### config.mk
export PLATFORM = sky130hd
export DESIGN_NAME = mipf_ctrl
export DESIGN_NICKNAME = d
export VERILOG_FILES = /design/src/sv/mipf_pkg.sv /design/src/sv/mipf_ctrl.sv
export SDC_FILE = /design/constraint.sdc
export NUM_CORES = 1
export LEC_CHECK = 0
export BUFFER_PORTS_ARGS = -buffer_cell sky130_fd_sc_hd__buf_2
export CAP_MARGIN = 10
export CORE_AREA = 2 2 39 41
export CTS_BUF_LIST = sky130_fd_sc_hd__clkbuf_16
export DETAILED_ROUTE_END_ITERATION = 12
export DIE_AREA = 0 0 41 43
export GPL_TIMING_DRIVEN = 0
export PLACE_DENSITY = 0.38
export SETUP_SLACK_MARGIN = 0.1
export SYNTH_ARGS = -nofsm -noshare
export SYNTH_HDL_FRONTEND = slang
export SYNTH_SLANG_ARGS = --single-unit
### constraint.sdc
create_clock -name clk -period 0.9 [get_ports clk]
set_input_delay 0.09 -clock clk [delete_from_list [all_inputs] [get_ports clk]]
set_output_delay 0.09 -clock clk [all_outputs]
set_load 0.03 [all_outputs]
### src/sv/mipf_pkg.sv
// shared types, codes and helper functions for the masked ip filter table
package mipf_pkg;

    // command codes
    localparam logic [1:0] CMD_LOOKUP = 2'd0;
    localparam logic [1:0] CMD_ADD    = 2'd1;
    localparam logic [1:0] CMD_REMOVE = 2'd2;

    // status codes
    localparam logic [1:0] STATUS_OK        = 2'd0;
    localparam logic [1:0] STATUS_FULL      = 2'd1;
    localparam logic [1:0] STATUS_NOT_FOUND = 2'd2;

    // value stored into a freed slot
    localparam logic [31:0] FREED_VALUE = 32'hffff_ffff;
    localparam logic [7:0]  BYTE_FULL   = 8'hff;

    // controller to datapath commands
    typedef struct packed {
        logic start;
        logic scan;
        logic finish;
    } ctrl_cmd_t;

    // datapath to controller status
    typedef struct packed {
        logic scan_done;
        logic out_free;
    } ctrl_stat_t;

    // one mask bit per nonzero byte
    function automatic logic [3:0] mask_of_value(input logic [31:0] v);
        logic [3:0] m;
        m = 4'd0;
        for (int k = 0; k < 4; k++)
        begin
            m[k] = (v[8*k +: 8] != 8'd0);
        end
        return m;
    endfunction

    // byte mask to bit mask
    function automatic logic [31:0] expand_mask(input logic [3:0] m);
        logic [31:0] r;
        r = 32'd0;
        for (int k = 0; k < 4; k++)
        begin
            r[8*k +: 8] = m[k] ? BYTE_FULL : 8'd0;
        end
        return r;
    endfunction

endpackage

### src/sv/mipf_ctrl.sv
// controller state machine for the masked ip filter table
module mipf_ctrl (
    input  logic                 clk,
    input  logic                 rst_n,
    input  logic                 in_valid,
    output logic                 in_stall,
    input  mipf_pkg::ctrl_stat_t stat,
    output mipf_pkg::ctrl_cmd_t  cmd
);
    import mipf_pkg::*;

    localparam logic [1:0] ST_IDLE = 2'd0;
    localparam logic [1:0] ST_SCAN = 2'd1;
    localparam logic [1:0] ST_FIN  = 2'd2;

    logic [1:0] state_reg;
    logic [1:0] state_next;

    // next state and commands
    always_comb
    begin
        state_next = state_reg;
        cmd        = '0;
        case (state_reg)
            ST_IDLE:
            begin
                if (in_valid)
                begin
                    cmd.start  = 1'b1;
                    state_next = ST_SCAN;
                end
            end
            ST_SCAN:
            begin
                cmd.scan = 1'b1;
                if (stat.scan_done)
                begin
                    state_next = ST_FIN;
                end
            end
            ST_FIN:
            begin
                if (stat.out_free)
                begin
                    cmd.finish = 1'b1;
                    state_next = ST_IDLE;
                end
            end
            default:
            begin
                state_next = ST_IDLE;
            end
        endcase
    end

    // input side busy whenever an item is in flight
    assign in_stall = (state_reg != ST_IDLE);

    // state register
    always_ff @(posedge clk or negedge rst_n)
    begin
        if (!rst_n)
        begin
            state_reg <= ST_IDLE;
        end
        else
        begin
            state_reg <= state_next;
        end
    end

endmodule

==> flow_metrics.py <==
metrics = {
    "status": {
        "status": "finished, violations left",
        "violations": "negative setup slack",
    },
    "global_routing": {
        "antenna_found_initial": 0,
        "grt_pass1_wl_um": 586,
        "grt_max_degree": 5,
        "track_usage": 0.0602,
        "first_global_vias": 157,
        "grt_overflow_total": 0,
    },
    "detailed_routing": {
        "wire_per_inst_um": 8.89,
        "viasPerCell": 3.40,
        "drtIter0Drc": 3,
        "vias": 153,
        "drtPass1Iterations": 2,
        "ant_nets": 0,
        "route.detailed.drc": 0,
        "routed_wl_um": 400,
    },
    "sta": {
        "slew-limit-headroom": 0.897,
        "slew_viol_final": 0,
        "fin_tns_setup_ps": -1030,
        "post-route-period-util": 1.28,
        "rsz0062_at_grt": "yes",
        "setup_slack_ps": -254,
        "timing.hold.ws_ps": 66.4,
        "hold_viol_final": 0,
        "finalSetupViolations": 6,
        "worst_slew_pin_slew_ps": 156,
        "finalClockSkew_ps": 0.0355,
        "finalCriticalPeriod_ps": 1150,
        "fmax_ghz": 0.867,
    },
    "worst_setup_path": {
        "crit_fanout": 2,
        "slowest_stage": "dfrtp_1",
        "reg2reg_depth": 4,
        "max_stage_delay_ps": 370,
        "path_delay_family": "flip-flops",
        "r2r_slack_ps": -110,
        "cp-end-kind": "output port",
        "worstPathCellList": "or2_4, nor2_4, buf_6",
        "crit_type": "flop to output port",
        "path_buf_inv": 1,
        "worstPathArrival_ps": 1060,
        "cp_data_required_time_ps": 810,
        "r2r-start": "state_reg[1]",
        "r2r-end": "state_reg[1]",
        "critPathLaunchType": "flop",
    },
    "logic_synthesis": {
        "syn_inst": 13,
        "synth_nets": 18,
        "synth_seq_cells": 2,
        "syn-cell-area_um2": 124,
        "yosys_warnings": 0,
        "synthDistinctLibCells": 10,
        "avgSynthCellArea_um2": 9.53,
        "ys_seq_area_frac": 0.404,
    },
    "place": {
        "placed_area_um2": 194,
        "place_congestion": 0.575,
        "hpwlAfterDp_um": 245,
        "portBuffers": 8,
    },
    "layout": {
        "fill_cells": 145,
        "num_antenna_cells": 0,
        "design_area_um2": 359,
        "syn2layout_area_growth_pct": 190,
        "final_layout_size_suffix_gt1_frac": 0.828,
        "largest_reg_flops": 2,
        "finalCoreUtilization": 0.259,
        "finalNetCount": 36,
    },
    "clock_network": {
        "ctsHtreeMaxLevel": 1,
        "clkSinkCount": 2,
        "clk_latency_ps": 220,
        "clkTransAtPathRegs_ps": 30,
        "root_buffer": "clkbuf_16",
        "cts_tree": "yes",
        "cts_buffers": 3,
        "clock_path_buffers": 2,
    },
    "worst_hold_path": {
        "holdCritPathClass": "input pin to flop",
        "holdPathEnd": "state_reg[0]",
        "whs_path_depth": 2,
        "min-delay-start": "stat[1]",
    },
    "power_and_ir_drop": {
        "p_leak_nw": 0.171,
        "irDropWorstVdd_mv": 1.08,
        "powerDensity_mw_per_mm2": 4650,
    },
    "die": {
        "boundaryPins": 9,
        "core_region_area_mm2": 0.00138,
        "start_util": 0.0895,
        "row_count": 14,
        "fp.dieArea_mm2": 0.00176,
        "die_x_um": 41,
        "die_h_um": 43,
    },
    "flow_run": {
        "maxCapViolations": 0,
    },
}
-- worst register-to-register path, delay by kind of cell (launching register included) --
family	cells	cell delay [ps]
DFF	1	370
and+or+nand+nor	1	140
buffers and inverters	2	240
AOI/OAI and AO/OA	1	140
-- cell families (layout without fill, tap and decap cells) --
| group | count (synthesis) | count (layout) | share of synthesized area |
|---|---|---|---|
| buf+inv | 2 | 18 | 0.0909 |
| simple gates | 7 | 7 | 0.384 |
| flops | 2 | 2 | 0.404 |
| compound gates | 2 | 2 | 0.121 |
-- per-stage QoR --
stage,power (W),setup slack (ps),instances
detailed placement,0.000691,-156,37
global placement,0.000679,-139,37
finish,0.00167,-254,45
floorplan,0.000581,-110,13
CTS,0.00164,-279,45
global route,0.00174,-296,45
-- repair_timing --
action	in CTS	in global routing
gates resized for setup	11	4
endpoints found under the setup margin	6	6
endpoints found under the hold margin	2	0
pin swaps	1	1
buffers inserted	4	0
hold buffers	1	0
-- worst max path at each step --
stage / startpoint / to / slack, ps / cells after the start
6_report: state_reg[1] / cmd[2] / -250 / 3
3_3_place_gp: state_reg[0] / cmd[2] / -140 / 3
2_1_floorplan: state_reg[0] / cmd[2] / -110 / 2
3_5_place_dp: state_reg[0] / cmd[2] / -160 / 3
5_1_grt: state_reg[0] / cmd[2] / -300 / 3
4_1_cts: state_reg[0] / cmd[2] / -280 / 3
-- synthesized netlist by cell type --
library cell  n  share of area
inv_1         1          0.030
dfrtp_1       2           0.40
nand2_1       1          0.030
buf_4         1          0.061
a21o_1        1          0.061
or2_1         1          0.051
nor2b_4       1           0.11
nor2_1        3          0.091
a211oi_1      1          0.061
nor3b_2       1           0.10
-- cell type report --
| cell class | instances | area (um^2) | area share |
|---|---|---|---|
| timing repair buffer | 13 | 110 | 0.307 |
| clock buffer | 3 | 75.1 | 0.209 |
| tap | 16 | 20.0 | 0.0557 |
| multi-input combinational | 9 | 87.6 | 0.244 |
| sequential | 2 | 51.3 | 0.143 |
| inverter | 1 | 3.75 | 0.0105 |
| buffer | 1 | 11.3 | 0.0314 |
-- power by group --
group	total (W)	leakage [nW]	internal [W]	switching (W)
registers	0.000166	0.0239	0.000138	0.0000285
clock network	0.000666	0.0370	0.000565	0.000101
logic	0.000839	0.111	0.000443	0.000395
-- cell usage in the layout, fill, tap and decap left out --
| master | Yosys | routed |
|---|---|---|
| a211oi_2 | 0 | 1 |
| a21o_1 | 1 | 1 |
| buf_2 | 0 | 5 |
| buf_4 | 1 | 1 |
| buf_6 | 0 | 7 |
| clkbuf_16 | 0 | 3 |
| dfrtp_1 | 2 | 1 |
| dfrtp_2 | 0 | 1 |
| dlygate4sd3_1 | 0 | 1 |
| inv_1 | 1 | 1 |
| nand2_2 | 0 | 1 |
| nor2_1 | 3 | 1 |
| nor2_4 | 0 | 2 |
| nor2b_4 | 1 | 1 |
| nor3b_2 | 1 | 1 |
| or2_4 | 0 | 1 |
-- metal layers --
metal  vias up  part of all wire  global-route usage
met5         -                 0                   0
met4         0             0.050               0.100
met3         2              0.13              0.0314
met2        12              0.41              0.0656
met1        66              0.41              0.0577
li1         73                 -                   -
(Power assumes the default switching activity.)
